`src/hw/rtl/ffpa_pkg.sv`:
```
`timescale 1ns / 1ps

package ffpa_pkg;

  // Result status codes
  typedef enum logic [1:0] {
    STATUS_OK       = 2'd0,
    STATUS_NO_RUN   = 2'd1,
    STATUS_ZERO     = 2'd2,
    STATUS_BAD_FREE = 2'd3
  } status_t;

  // Request operation codes
  localparam logic FUNC_ALLOC = 1'b0;
  localparam logic FUNC_FREE  = 1'b1;

  // Fixed field widths
  localparam int unsigned ADDR_W = 32;
  localparam int unsigned CNT_W  = 9;

  // Controller states
  typedef enum logic [3:0] {
    S_CLEAR,
    S_IDLE,
    S_SCAN,
    S_MARK,
    S_DIV,
    S_FREAD,
    S_FCHK,
    S_RELEASE,
    S_RESULT
  } state_t;

  // Datapath operations
  typedef enum logic [3:0] {
    DP_IDLE,
    DP_CLEAR,
    DP_SCAN,
    DP_MARK,
    DP_DIV,
    DP_FREAD,
    DP_FCHK,
    DP_RELEASE,
    DP_RESULT
  } dp_op_t;

  typedef struct packed {
    dp_op_t  op;
    logic    accept;
    logic    load_res;
    status_t res_status;
  } dp_cmd_t;

  typedef struct packed {
    logic is_free;
    logic size_zero;
    logic clear_done;
    logic scan_hit;
    logic scan_fail;
    logic mark_done;
    logic div_done;
    logic free_ok;
    logic rel_done;
  } dp_stat_t;

endpackage

```
`src/hw/rtl/first_fit_page_allocator.sv`:
```
`timescale 1ns / 1ps

// Channel   Direction  Handshake               Payload
// in_       request    in_valid / in_stall     in_func, in_size_bytes, in_address
// out_      result     out_valid / out_stall   out_status, out_run_address,
//                                              out_pages_used, out_pages_peak
// cfg_      register   cfg_wr_en               cfg_wr_data (pool base)
//
// Allocate: a one-page-a-cycle page table scan up to the first fitting run (or to the last page
// of the pool on failure), marking of the run's pages, then the result. Zero-size allocate:
// straight to the result. Free: a reciprocal page-index division and alignment check, a page
// table read and check, release of the run's pages, then the result. One request is worked on
// at a time. After reset a clearing pass frees every page; in_stall is high meanwhile.
// A waiting result does not block the next request; a finished one waits for the out slot.

module first_fit_page_allocator #(
  parameter int unsigned NUM_PAGES  = 256,
  parameter int unsigned PAGE_BYTES = 4096
) (
  input  logic        clk,
  input  logic        rst_n,
  // request channel
  input  logic        in_valid,
  output logic        in_stall,
  input  logic        in_func,
  input  logic [31:0] in_size_bytes,
  input  logic [31:0] in_address,
  // result channel
  output logic        out_valid,
  input  logic        out_stall,
  output logic [1:0]  out_status,
  output logic [31:0] out_run_address,
  output logic [8:0]  out_pages_used,
  output logic [8:0]  out_pages_peak,
  // pool base register
  input  logic        cfg_wr_en,
  input  logic [31:0] cfg_wr_data
);

  // controller <-> datapath
  ffpa_pkg::dp_cmd_t  cmd;
  ffpa_pkg::dp_stat_t stat;

  // sequencer: clearing pass, scan, mark, divide, release, result hand-off
  ffpa_ctrl u_ctrl (
    .clk       (clk),
    .rst_n     (rst_n),
    .in_valid  (in_valid),
    .in_stall  (in_stall),
    .out_valid (out_valid),
    .out_stall (out_stall),
    .stat      (stat),
    .cmd       (cmd)
  );

  // page table memory, run search, offset divider, counters, result register
  ffpa_dpath #(
    .NUM_PAGES  (NUM_PAGES),
    .PAGE_BYTES (PAGE_BYTES)
  ) u_dpath (
    .clk             (clk),
    .rst_n           (rst_n),
    .cmd             (cmd),
    .stat            (stat),
    .cfg_wr_en       (cfg_wr_en),
    .cfg_wr_data     (cfg_wr_data),
    .in_func         (in_func),
    .in_size_bytes   (in_size_bytes),
    .in_address      (in_address),
    .out_status      (out_status),
    .out_run_address (out_run_address),
    .out_pages_used  (out_pages_used),
    .out_pages_peak  (out_pages_peak)
  );

endmodule

```
`src/hw/rtl/ffpa_dpath.sv`:
```
`timescale 1ns / 1ps

module ffpa_dpath #(
  parameter int unsigned NUM_PAGES  = 256,
  parameter int unsigned PAGE_BYTES = 4096
) (
  input  logic                     clk,
  input  logic                     rst_n,
  input  ffpa_pkg::dp_cmd_t        cmd,
  output ffpa_pkg::dp_stat_t       stat,
  input  logic                     cfg_wr_en,
  input  logic [31:0]              cfg_wr_data,
  input  logic                     in_func,
  input  logic [31:0]              in_size_bytes,
  input  logic [31:0]              in_address,
  output logic [1:0]               out_status,
  output logic [31:0]              out_run_address,
  output logic [8:0]               out_pages_used,
  output logic [8:0]               out_pages_peak
);

  localparam int unsigned PW     = $clog2(NUM_PAGES);
  localparam int unsigned LW     = $clog2(NUM_PAGES + 1);
  localparam int unsigned PB_LOG = $clog2(PAGE_BYTES);
  localparam int unsigned SH     = 32 + PB_LOG;

  // ceil(2^SH / PAGE_BYTES): exact quotient for every 32-bit offset
  localparam logic [63:0] RECIP_FULL = ((64'd1 << SH) + 64'(PAGE_BYTES) - 64'd1) /
                                       64'(PAGE_BYTES);
  localparam logic [32:0] RECIP      = RECIP_FULL[32:0];

  localparam logic [PW-1:0] LAST_PAGE = PW'(NUM_PAGES - 1);
  localparam logic [32:0]   PB_SUM    = 33'(PAGE_BYTES);
  localparam logic [31:0]   PB_OFF    = 32'(PAGE_BYTES);
  localparam logic [31:0]   NUM_Q     = 32'(NUM_PAGES);
  localparam logic [LW-1:0] NUM_CNT   = LW'(NUM_PAGES);
  localparam logic [1:0]    DIV_LAST  = 2'd2;

  // page table: {busy, run length}
  logic [LW:0]    mem_r [NUM_PAGES];
  logic           mem_we;
  logic [PW-1:0]  mem_waddr;
  logic [PW-1:0]  mem_raddr;
  logic [LW:0]    mem_wdata;
  logic [LW:0]    rdata_r;

  logic [31:0]    pool_base_r;
  logic           func_r,      func_nxt;
  logic [31:0]    size_r,      size_nxt;
  logic [PW-1:0]  ptr_r,       ptr_nxt;
  logic [PW-1:0]  chk_ptr_r,   chk_ptr_nxt;
  logic           chk_v_r,     chk_v_nxt;
  logic [PW-1:0]  start_r,     start_nxt;
  logic [31:0]    start_off_r, start_off_nxt;
  logic [31:0]    cur_off_r,   cur_off_nxt;
  logic [LW-1:0]  found_r,     found_nxt;
  logic [LW-1:0]  remain_r,    remain_nxt;
  logic [32:0]    run_bytes_r, run_bytes_nxt;
  logic [31:0]    num_r,       num_nxt;
  logic [64:0]    prod_r,      prod_nxt;
  logic           misalign_r,  misalign_nxt;
  logic [31:0]    q_r,         q_nxt;
  logic [1:0]     cnt_r,       cnt_nxt;
  logic [LW-1:0]  used_r,      used_nxt;
  logic [LW-1:0]  peak_r,      peak_nxt;

  logic [1:0]     out_status_r;
  logic [31:0]    out_addr_r;
  logic [8:0]     out_used_r;
  logic [8:0]     out_peak_r;

  logic           busy_bit;
  logic [LW-1:0]  run_len;
  logic [32:0]    run_sum;
  logic [LW-1:0]  found_inc;
  logic           scan_fit;
  logic           scan_end;
  logic [PW-1:0]  run_start;
  logic [LW-1:0]  used_sum;
  logic           range_ok;
  logic           free_ok;
  logic           rel_done;
  logic [31:0]    res_addr;
  logic [LW+8:0]  used_ext;
  logic [LW+8:0]  peak_ext;

  assign busy_bit  = rdata_r[LW];
  assign run_len   = rdata_r[LW-1:0];
  assign run_sum   = ((found_r == '0) ? 33'd0 : run_bytes_r) + PB_SUM;
  assign found_inc = found_r + LW'(1);
  assign scan_fit  = chk_v_r && !busy_bit && (run_sum >= {1'b0, size_r});
  assign scan_end  = chk_v_r && (chk_ptr_r == LAST_PAGE) && !scan_fit;
  assign run_start = (found_r == '0) ? chk_ptr_r : start_r;
  assign used_sum  = used_r + found_r;
  assign range_ok  = !misalign_r && (q_r < NUM_Q);
  assign free_ok   = range_ok && busy_bit && (run_len != '0);
  assign rel_done  = (remain_r == LW'(1)) || (ptr_r == LAST_PAGE);

  assign stat.is_free    = (in_func == ffpa_pkg::FUNC_FREE);
  assign stat.size_zero  = (in_size_bytes == '0);
  assign stat.clear_done = (ptr_r == LAST_PAGE);
  assign stat.scan_hit   = scan_fit;
  assign stat.scan_fail  = scan_end;
  assign stat.mark_done  = (remain_r == LW'(1));
  assign stat.div_done   = (cnt_r == DIV_LAST);
  assign stat.free_ok    = free_ok;
  assign stat.rel_done   = rel_done;

  always_comb begin
    func_nxt      = func_r;
    size_nxt      = size_r;
    ptr_nxt       = ptr_r;
    chk_ptr_nxt   = chk_ptr_r;
    chk_v_nxt     = chk_v_r;
    start_nxt     = start_r;
    start_off_nxt = start_off_r;
    cur_off_nxt   = cur_off_r;
    found_nxt     = found_r;
    remain_nxt    = remain_r;
    run_bytes_nxt = run_bytes_r;
    num_nxt       = num_r;
    prod_nxt      = prod_r;
    misalign_nxt  = misalign_r;
    q_nxt         = q_r;
    cnt_nxt       = cnt_r;
    used_nxt      = used_r;
    peak_nxt      = peak_r;
    mem_we        = 1'b0;
    mem_waddr     = ptr_r;
    mem_wdata     = '0;
    mem_raddr     = ptr_r;
    unique case (cmd.op)
      ffpa_pkg::DP_IDLE: begin
        if (cmd.accept) begin
          func_nxt      = in_func;
          size_nxt      = in_size_bytes;
          num_nxt       = in_address - pool_base_r;
          misalign_nxt  = 1'b0;
          q_nxt         = '0;
          cnt_nxt       = '0;
          ptr_nxt       = '0;
          chk_v_nxt     = 1'b0;
          found_nxt     = '0;
          cur_off_nxt   = '0;
          run_bytes_nxt = '0;
        end
      end
      ffpa_pkg::DP_CLEAR: begin
        mem_we  = 1'b1;
        ptr_nxt = (ptr_r == LAST_PAGE) ? '0 : ptr_r + PW'(1);
      end
      ffpa_pkg::DP_SCAN: begin
        // read issued for ptr, data for chk_ptr arrives in the next cycle
        ptr_nxt     = (ptr_r == LAST_PAGE) ? ptr_r : ptr_r + PW'(1);
        chk_ptr_nxt = ptr_r;
        chk_v_nxt   = 1'b1;
        if (chk_v_r) begin
          cur_off_nxt = cur_off_r + PB_OFF;
          if (busy_bit) begin
            found_nxt = '0;
          end else begin
            if (found_r == '0) begin
              start_nxt     = chk_ptr_r;
              start_off_nxt = cur_off_r;
            end
            found_nxt     = found_inc;
            run_bytes_nxt = run_sum;
            if (scan_fit) begin
              ptr_nxt    = run_start;
              remain_nxt = found_inc;
            end
          end
        end
      end
      ffpa_pkg::DP_MARK: begin
        mem_we     = 1'b1;
        mem_wdata  = {1'b1, (ptr_r == start_r) ? found_r : LW'(0)};
        ptr_nxt    = ptr_r + PW'(1);
        remain_nxt = remain_r - LW'(1);
        if (remain_r == LW'(1)) begin
          used_nxt = used_sum;
          if (used_sum > peak_r) begin
            peak_nxt = used_sum;
          end
        end
      end
      ffpa_pkg::DP_DIV: begin
        // page index by reciprocal multiply, then an alignment check
        unique case (cnt_r)
          2'd0: begin
            prod_nxt = 65'(num_r) * 65'(RECIP);
          end
          2'd1: begin
            q_nxt = 32'(prod_r >> SH);
          end
          default: begin
            misalign_nxt = (num_r != q_r * PB_OFF);
          end
        endcase
        cnt_nxt = cnt_r + 2'd1;
      end
      ffpa_pkg::DP_FREAD: begin
        mem_raddr = q_r[PW-1:0];
      end
      ffpa_pkg::DP_FCHK: begin
        if (free_ok) begin
          ptr_nxt    = q_r[PW-1:0];
          remain_nxt = run_len;
          found_nxt  = run_len;
        end
      end
      ffpa_pkg::DP_RELEASE: begin
        mem_we     = 1'b1;
        ptr_nxt    = ptr_r + PW'(1);
        remain_nxt = remain_r - LW'(1);
        if (rel_done) begin
          used_nxt = (used_r >= found_r) ? used_r - found_r : '0;
        end
      end
      ffpa_pkg::DP_RESULT: begin
      end
      default: begin
      end
    endcase
  end

  assign res_addr = ((cmd.res_status == ffpa_pkg::STATUS_OK) &&
                     (func_r == ffpa_pkg::FUNC_ALLOC)) ? pool_base_r + start_off_r : '0;
  assign used_ext = {{9{1'b0}}, used_r};
  assign peak_ext = {{9{1'b0}}, peak_r};

  always_ff @(posedge clk) begin
    if (mem_we) begin
      mem_r[mem_waddr] <= mem_wdata;
    end
    rdata_r <= mem_r[mem_raddr];
  end

  always_ff @(posedge clk) begin
    if (!rst_n) begin
      pool_base_r <= '0;
      ptr_r       <= '0;
      chk_v_r     <= 1'b0;
      used_r      <= '0;
      peak_r      <= '0;
    end else begin
      if (cfg_wr_en) begin
        pool_base_r <= cfg_wr_data;
      end
      ptr_r   <= ptr_nxt;
      chk_v_r <= chk_v_nxt;
      used_r  <= used_nxt;
      peak_r  <= peak_nxt;
    end
  end

  always_ff @(posedge clk) begin
    func_r      <= func_nxt;
    size_r      <= size_nxt;
    chk_ptr_r   <= chk_ptr_nxt;
    start_r     <= start_nxt;
    start_off_r <= start_off_nxt;
    cur_off_r   <= cur_off_nxt;
    found_r     <= found_nxt;
    remain_r    <= remain_nxt;
    run_bytes_r <= run_bytes_nxt;
    num_r       <= num_nxt;
    prod_r      <= prod_nxt;
    misalign_r  <= misalign_nxt;
    q_r         <= q_nxt;
    cnt_r       <= cnt_nxt;
    if (cmd.load_res) begin
      out_status_r <= cmd.res_status;
      out_addr_r   <= res_addr;
      out_used_r   <= used_ext[8:0];
      out_peak_r   <= peak_ext[8:0];
    end
  end

  assign out_status      = out_status_r;
  assign out_run_address = out_addr_r;
  assign out_pages_used  = out_used_r;
  assign out_pages_peak  = out_peak_r;

`ifndef NO_ASSERTIONS
  a_used_bound: assert property (@(posedge clk) disable iff (!rst_n)
    used_r <= NUM_CNT)
    else $error("used page count above pool size");

  a_peak_covers: assert property (@(posedge clk) disable iff (!rst_n)
    peak_r >= used_r)
    else $error("peak below current use");

  a_mark_count: assert property (@(posedge clk) disable iff (!rst_n)
    (cmd.op == ffpa_pkg::DP_MARK) && (remain_r == LW'(1)) |=>
      used_r == $past(used_r) + $past(found_r))
    else $error("used count not raised by run length");
`endif

endmodule

```
`src/hw/rtl/ffpa_ctrl.sv`:
```
`timescale 1ns / 1ps

module ffpa_ctrl (
  input  logic                clk,
  input  logic                rst_n,
  input  logic                in_valid,
  output logic                in_stall,
  output logic                out_valid,
  input  logic                out_stall,
  input  ffpa_pkg::dp_stat_t  stat,
  output ffpa_pkg::dp_cmd_t   cmd
);

  ffpa_pkg::state_t  state_r,      state_nxt;
  ffpa_pkg::status_t res_status_r, res_status_nxt;
  logic              out_valid_r,  out_valid_nxt;
  logic              out_free;

  assign out_free = !out_valid_r || !out_stall;

  // next state
  always_comb begin
    state_nxt      = state_r;
    res_status_nxt = res_status_r;
    unique case (state_r)
      ffpa_pkg::S_CLEAR: begin
        if (stat.clear_done) state_nxt = ffpa_pkg::S_IDLE;
      end
      ffpa_pkg::S_IDLE: begin
        if (in_valid) begin
          priority if (stat.is_free) begin
            state_nxt = ffpa_pkg::S_DIV;
          end else if (stat.size_zero) begin
            state_nxt      = ffpa_pkg::S_RESULT;
            res_status_nxt = ffpa_pkg::STATUS_ZERO;
          end else begin
            state_nxt = ffpa_pkg::S_SCAN;
          end
        end
      end
      ffpa_pkg::S_SCAN: begin
        priority if (stat.scan_hit) begin
          state_nxt = ffpa_pkg::S_MARK;
        end else if (stat.scan_fail) begin
          state_nxt      = ffpa_pkg::S_RESULT;
          res_status_nxt = ffpa_pkg::STATUS_NO_RUN;
        end else begin
          state_nxt = ffpa_pkg::S_SCAN;
        end
      end
      ffpa_pkg::S_MARK: begin
        if (stat.mark_done) begin
          state_nxt      = ffpa_pkg::S_RESULT;
          res_status_nxt = ffpa_pkg::STATUS_OK;
        end
      end
      ffpa_pkg::S_DIV: begin
        if (stat.div_done) state_nxt = ffpa_pkg::S_FREAD;
      end
      ffpa_pkg::S_FREAD: begin
        state_nxt = ffpa_pkg::S_FCHK;
      end
      ffpa_pkg::S_FCHK: begin
        if (stat.free_ok) begin
          state_nxt = ffpa_pkg::S_RELEASE;
        end else begin
          state_nxt      = ffpa_pkg::S_RESULT;
          res_status_nxt = ffpa_pkg::STATUS_BAD_FREE;
        end
      end
      ffpa_pkg::S_RELEASE: begin
        if (stat.rel_done) begin
          state_nxt      = ffpa_pkg::S_RESULT;
          res_status_nxt = ffpa_pkg::STATUS_OK;
        end
      end
      ffpa_pkg::S_RESULT: begin
        if (out_free) state_nxt = ffpa_pkg::S_IDLE;
      end
      default: begin
        state_nxt = ffpa_pkg::S_CLEAR;
      end
    endcase
  end

  // outputs
  always_comb begin
    in_stall       = (state_r != ffpa_pkg::S_IDLE);
    cmd.accept     = (state_r == ffpa_pkg::S_IDLE) && in_valid;
    cmd.load_res   = (state_r == ffpa_pkg::S_RESULT) && out_free;
    cmd.res_status = res_status_r;
    unique case (state_r)
      ffpa_pkg::S_CLEAR:   cmd.op = ffpa_pkg::DP_CLEAR;
      ffpa_pkg::S_IDLE:    cmd.op = ffpa_pkg::DP_IDLE;
      ffpa_pkg::S_SCAN:    cmd.op = ffpa_pkg::DP_SCAN;
      ffpa_pkg::S_MARK:    cmd.op = ffpa_pkg::DP_MARK;
      ffpa_pkg::S_DIV:     cmd.op = ffpa_pkg::DP_DIV;
      ffpa_pkg::S_FREAD:   cmd.op = ffpa_pkg::DP_FREAD;
      ffpa_pkg::S_FCHK:    cmd.op = ffpa_pkg::DP_FCHK;
      ffpa_pkg::S_RELEASE: cmd.op = ffpa_pkg::DP_RELEASE;
      ffpa_pkg::S_RESULT:  cmd.op = ffpa_pkg::DP_RESULT;
      default:             cmd.op = ffpa_pkg::DP_IDLE;
    endcase
    out_valid_nxt = cmd.load_res || (out_valid_r && out_stall);
  end

  always_ff @(posedge clk) begin
    if (!rst_n) begin
      state_r      <= ffpa_pkg::S_CLEAR;
      res_status_r <= ffpa_pkg::STATUS_OK;
      out_valid_r  <= 1'b0;
    end else begin
      state_r      <= state_nxt;
      res_status_r <= res_status_nxt;
      out_valid_r  <= out_valid_nxt;
    end
  end

  assign out_valid = out_valid_r;

`ifndef NO_ASSERTIONS
  a_valid_from_result: assert property (@(posedge clk) disable iff (!rst_n)
    $rose(out_valid_r) |-> $past(state_r) == ffpa_pkg::S_RESULT)
    else $error("result raised outside result state");

  a_mark_after_scan: assert property (@(posedge clk) disable iff (!rst_n)
    state_r == ffpa_pkg::S_MARK |->
      $past(state_r) == ffpa_pkg::S_SCAN || $past(state_r) == ffpa_pkg::S_MARK)
    else $error("marking entered without a found run");

  a_release_after_check: assert property (@(posedge clk) disable iff (!rst_n)
    state_r == ffpa_pkg::S_RELEASE |->
      $past(state_r) == ffpa_pkg::S_FCHK || $past(state_r) == ffpa_pkg::S_RELEASE)
    else $error("release entered without a checked run");
`endif

endmodule
```
`config.mk`:
```
export PLATFORM = sky130hd
export DESIGN_NAME = first_fit_page_allocator
export DESIGN_NICKNAME = d
export VERILOG_FILES = /design/src/hw/rtl/ffpa_pkg.sv /design/src/hw/rtl/first_fit_page_allocator.sv /design/src/hw/rtl/ffpa_dpath.sv /design/src/hw/rtl/ffpa_ctrl.sv
export SDC_FILE = /design/constraint.sdc
export NUM_CORES = 2
export LEC_CHECK = 0
export CAP_MARGIN = 15
export CORE_MARGIN = 4
export CORE_UTILIZATION = 63
export CTS_CLUSTER_DIAMETER = 150
export DETAILED_ROUTE_END_ITERATION = 7
export DONT_BUFFER_PORTS = 1
export PLACE_DENSITY = 0.79
export SYNTH_ARGS = -nofsm -noshare
export SYNTH_HDL_FRONTEND = slang
export SYNTH_SLANG_ARGS = --single-unit
```
`constraint.sdc`:
```
create_clock -name clk -period 13.2 [get_ports clk]
set_input_delay 1.98 -clock clk [delete_from_list [all_inputs] [get_ports clk]]
set_output_delay 1.98 -clock clk [all_outputs]
set_load 0.02 [all_outputs]
```
==> impl_metrics.py <==
metrics = {
    "cells_and_area": {
        "multi_input_area_mm2": 0.03068,
        "mostFrequentLayoutCells": "2,827 x edfxtp_1, 1,160 x nand2_1, 540 x mux2i_1",
        "final_common_cell": "edfxtp_1",
        "fin_cells": 10890,
        "fin_nets": 8404,
        "fin_area_mm2": 0.1314,
        "layout-drive-gt1-share_pct": 8.991,
        "fillers": 11630,
        "syn_to_final_growth_pct": 9.547,
        "final_core_util_pct": 69.68,
        "seq_area_mm2": 0.08649,
    },
    "worst_setup_path": {
        "crit_buf_inv": 5,
        "path_max_fanout": 126,
        "endpoint_kind": "register",
        "critPathKind": "register to register",
        "arrival_ps": 7610,
        "cp_slowest_cell": "nor4_1",
        "critPathLaunchType": "register",
        "crit_top_cell": "buf_4",
        "cp_slowest_stage_delay_ps": 1130,
        "crit_chain": "buf_4 -> nor4bb_4 -> buf_4 -> mux2i_4 -> buf_4 -> buf_4 -> buf_12 -> mux4_2 -> a21oi_1 -> nor2_1 -> nor4_1 -> nor4b_1",
        "cp_data_required_time_ps": 13990,
        "cp_top_family": "buffers and inverters",
    },
    "place": {
        "port_buffers": 0,
        "hpwl_um": 197000,
        "dp.cells": 10360,
        "gp_congestion": 0.9130,
        "place_area_mm2": 0.1220,
    },
    "routing": {
        "first_iter_violations": 12260,
        "drt_first_pass_iters": 8,
        "drc_errors": 2,
        "dr_total_vias": 75920,
        "final_antenna_net_count": 0,
        "vias_per_cell": 6.974,
        "routed_wl_um": 334200,
        "wl_per_cell_um": 30.70,
    },
    "outcome": {
        "violations": "DRC",
        "outcome": "finished, violations left",
    },
    "timing": {
        "worstMarginPinSlew_ps": 1396,
        "fin_crit_sh_pct": 51.69,
        "drv_slew": 0,
        "tns_ps": 0,
        "finalHoldViolations": 0,
        "period_minus_slack_ps": 6823,
        "setup_viol": 0,
        "slew_headroom_pct": 5.933,
        "fin_skew_ps": 56.14,
        "rsz0062_at_grt": "no",
        "fmax_mhz": 146.6,
    },
    "synthesis": {
        "yosysSeqAreaShare_pct": 72.10,
        "netlist_area_mm2": 0.1200,
        "ys.flop_type": "edfxtp_1",
        "synth_cell_types": 90,
        "synth_warnings": 0,
        "ys_ff_latch": 2907,
        "yosysTopAreaCell": "edfxtp_1",
        "synth_top_area_share_pct": 70.77,
        "syn-num-nets": 8423,
        "synth-async-reset-ratio_pct": 0,
        "ys_top_cells_by_area": "edfxtp_1 71%, mux2i_1 4.5%, nand2_1 3.6%, mux4_2 2.6%, a21oi_1 1.8%",
        "synth_edf_count": 2827,
        "synthCells": 8195,
        "syn_avg_cell_area_um2": 14.64,
    },
    "global_route": {
        "grt_max_degree": 217,
        "gr-usage-met3_pct": 9.907,
        "grt_pass1_vias": 72930,
        "grt.busiest_layer": "met2",
        "antenna_found_initial": 25,
        "grt_overflow": 0,
        "grt.met2_usage_pct": 50.07,
        "grt_first_pass_wirelength_um": 484600,
        "grtUsageTotal_pct": 33.33,
        "use_met1_pct": 44.00,
    },
    "power_and_ir_drop": {
        "seq_power_share_pct": 51.8,
        "peakVddDrop_v": 0.0001878,
        "switchingPower_uw": 4294,
        "p_total_uw": 19380,
        "p_sw_share_pct": 22.16,
        "intPower_uw": 15090,
        "leakagePower_uw": 0.04097,
        "p_per_area_mw_per_mm2": 147.5,
        "p_comb_share_pct": 6.2,
        "clkPwrFrac_pct": 42.0,
    },
    "hold_path": {
        "min-delay-path-class": "register to register",
    },
    "clock_tree": {
        "htreeDepth": 5,
        "clock_sinks": 2907,
        "post_cts_buffers": 0,
        "clk_pin_slew_ps": 60,
        "cts.path.max_buffers": 4,
        "cts_hold_buf": 0,
        "root_buffer": "clkbuf_16",
        "cts_resized": 0,
        "clkLatencyLatePin_ps": 960,
        "cts_tree": "yes",
        "numCtsBuffers": 298,
    },
    "die": {
        "rows": 159,
        "die_w_um": 444.4,
        "fp.dieH_um": 444.4,
        "start_util_pct": 63.61,
        "die-area_mm2": 0.1975,
        "io_pins": 156,
        "design.core.area_mm2": 0.1886,
    },
    "flow_run": {
        "cap_violations": 0,
    },
}
[worst paths after layout]
check	from	depth (start not counted)	end	slack (ps)
worst max register to register	u_ctrl.cmd[6]	12	u_dpath.rdata_r[5]	6380
worst max-delay path	u_ctrl.cmd[6]	12	u_dpath.rdata_r[5]	6380
worst min-delay path	u_dpath.peak_r[8]	0	u_dpath.out_pages_peak[8]	470
worst min register to register	u_dpath.peak_r[8]	0	u_dpath.out_pages_peak[8]	470
[flip-flops by register name, indices dropped and copies added (netlist names), 9 cells and up]
signal,cells
u_dpath.rdata_r,10
u_dpath.out_pages_peak,9
u_dpath.out_run_address,32
u_dpath.cur_off_r,20
u_dpath.size_r,32
u_dpath.num_r,32
u_dpath.out_pages_used,9
u_dpath.peak_r,9
u_dpath.q_r,20
u_dpath.start_off_r,20
u_dpath.used_r,9
u_dpath.found_r,9
u_dpath.run_bytes_r,33
u_dpath.mem_r,2560
u_dpath.pool_base_r,32
u_dpath.prod_r,20
u_dpath.remain_r,9
[worst reg2reg max path, cell delays in order, from the launching register on]
cell and delay (ps):
dfxtp_1 310, buf_4 390, nor4bb_4 360, buf_4 400, mux2i_4 480, buf_4 830, buf_4 870, buf_12 740
mux4_2 760, a21oi_1 160, nor2_1 120, nor4_1 1130, nor4b_1 140
[final cells by class]
class | instances | area share [%]
multi-input combinational | 4681 | 23.35
sequential | 2907 | 65.82
clock buffer | 375 | 6.029
timing repair buffer | 161 | 1.074
inverter | 127 | 0.3628
antenna | 17 | 0.03237
tap | 2495 | 2.376
clock inverter | 124 | 0.9607
[synthesized netlist by cell type (55+ instances only)]
cell      number
inv_1        126
o21ai_0      178
edfxtp_1    2827
mux2i_1      543
a21oi_1      441
nor2_1       471
ha_1         122
mux4_2       137
dfxtp_1       80
clkbuf_1     220
a31oi_1       66
buf_2        127
xnor2_1       79
nor4_1        83
nor3_1       112
o22ai_1      102
nand4_1       55
o221ai_1     160
nand2_1     1166
nand3_1      363
and3_1        68
[cells by family after synthesis]
kind of cell               Yosys count  synth area share (%)
DFF                               2907                 72.10
adders and majority gates          126                 1.339
buffers and inverters              607                 2.503
and+or+nand+nor                   2476                 9.081
AOI/OAI and AO/OA                 1258                 6.773
muxes                              695                 7.280
xor gates and xnor gates           126                0.9200
[power by group through the flow]
stage	clock network [µW]	logic, µW	registers [µW]
3_3_place_gp	0	1130	10200
4_1_cts	8140	1170	10000
6_report	8130	1200	10000
5_1_grt	8570	1260	10000
3_5_place_dp	0	1160	10200
2_1_floorplan	0	825	10200
[routing by layer]
| layer | part of all wire [%] | vias up |
|---|---|---|
| met2 | 45 | 6317 |
| met3 | 15 | 1246 |
| li1 | - | 31330 |
| met5 | 0.025 | - |
| met1 | 34 | 37020 |
| met4 | 6.4 | 14 |
[per-stage QoR]
| step | hold WS, ps | setup WS, ps |
|---|---|---|
| 2_1_floorplan | 406.4 | 1374 |
| 3_3_place_gp | 445.7 | 6804 |
| 3_5_place_dp | 449.5 | 6683 |
| 4_1_cts | 465.6 | 6661 |
| 5_1_grt | 484.0 | 6263 |
| 6_report | 468.8 | 6377 |
(Power assumes the default switching activity.)
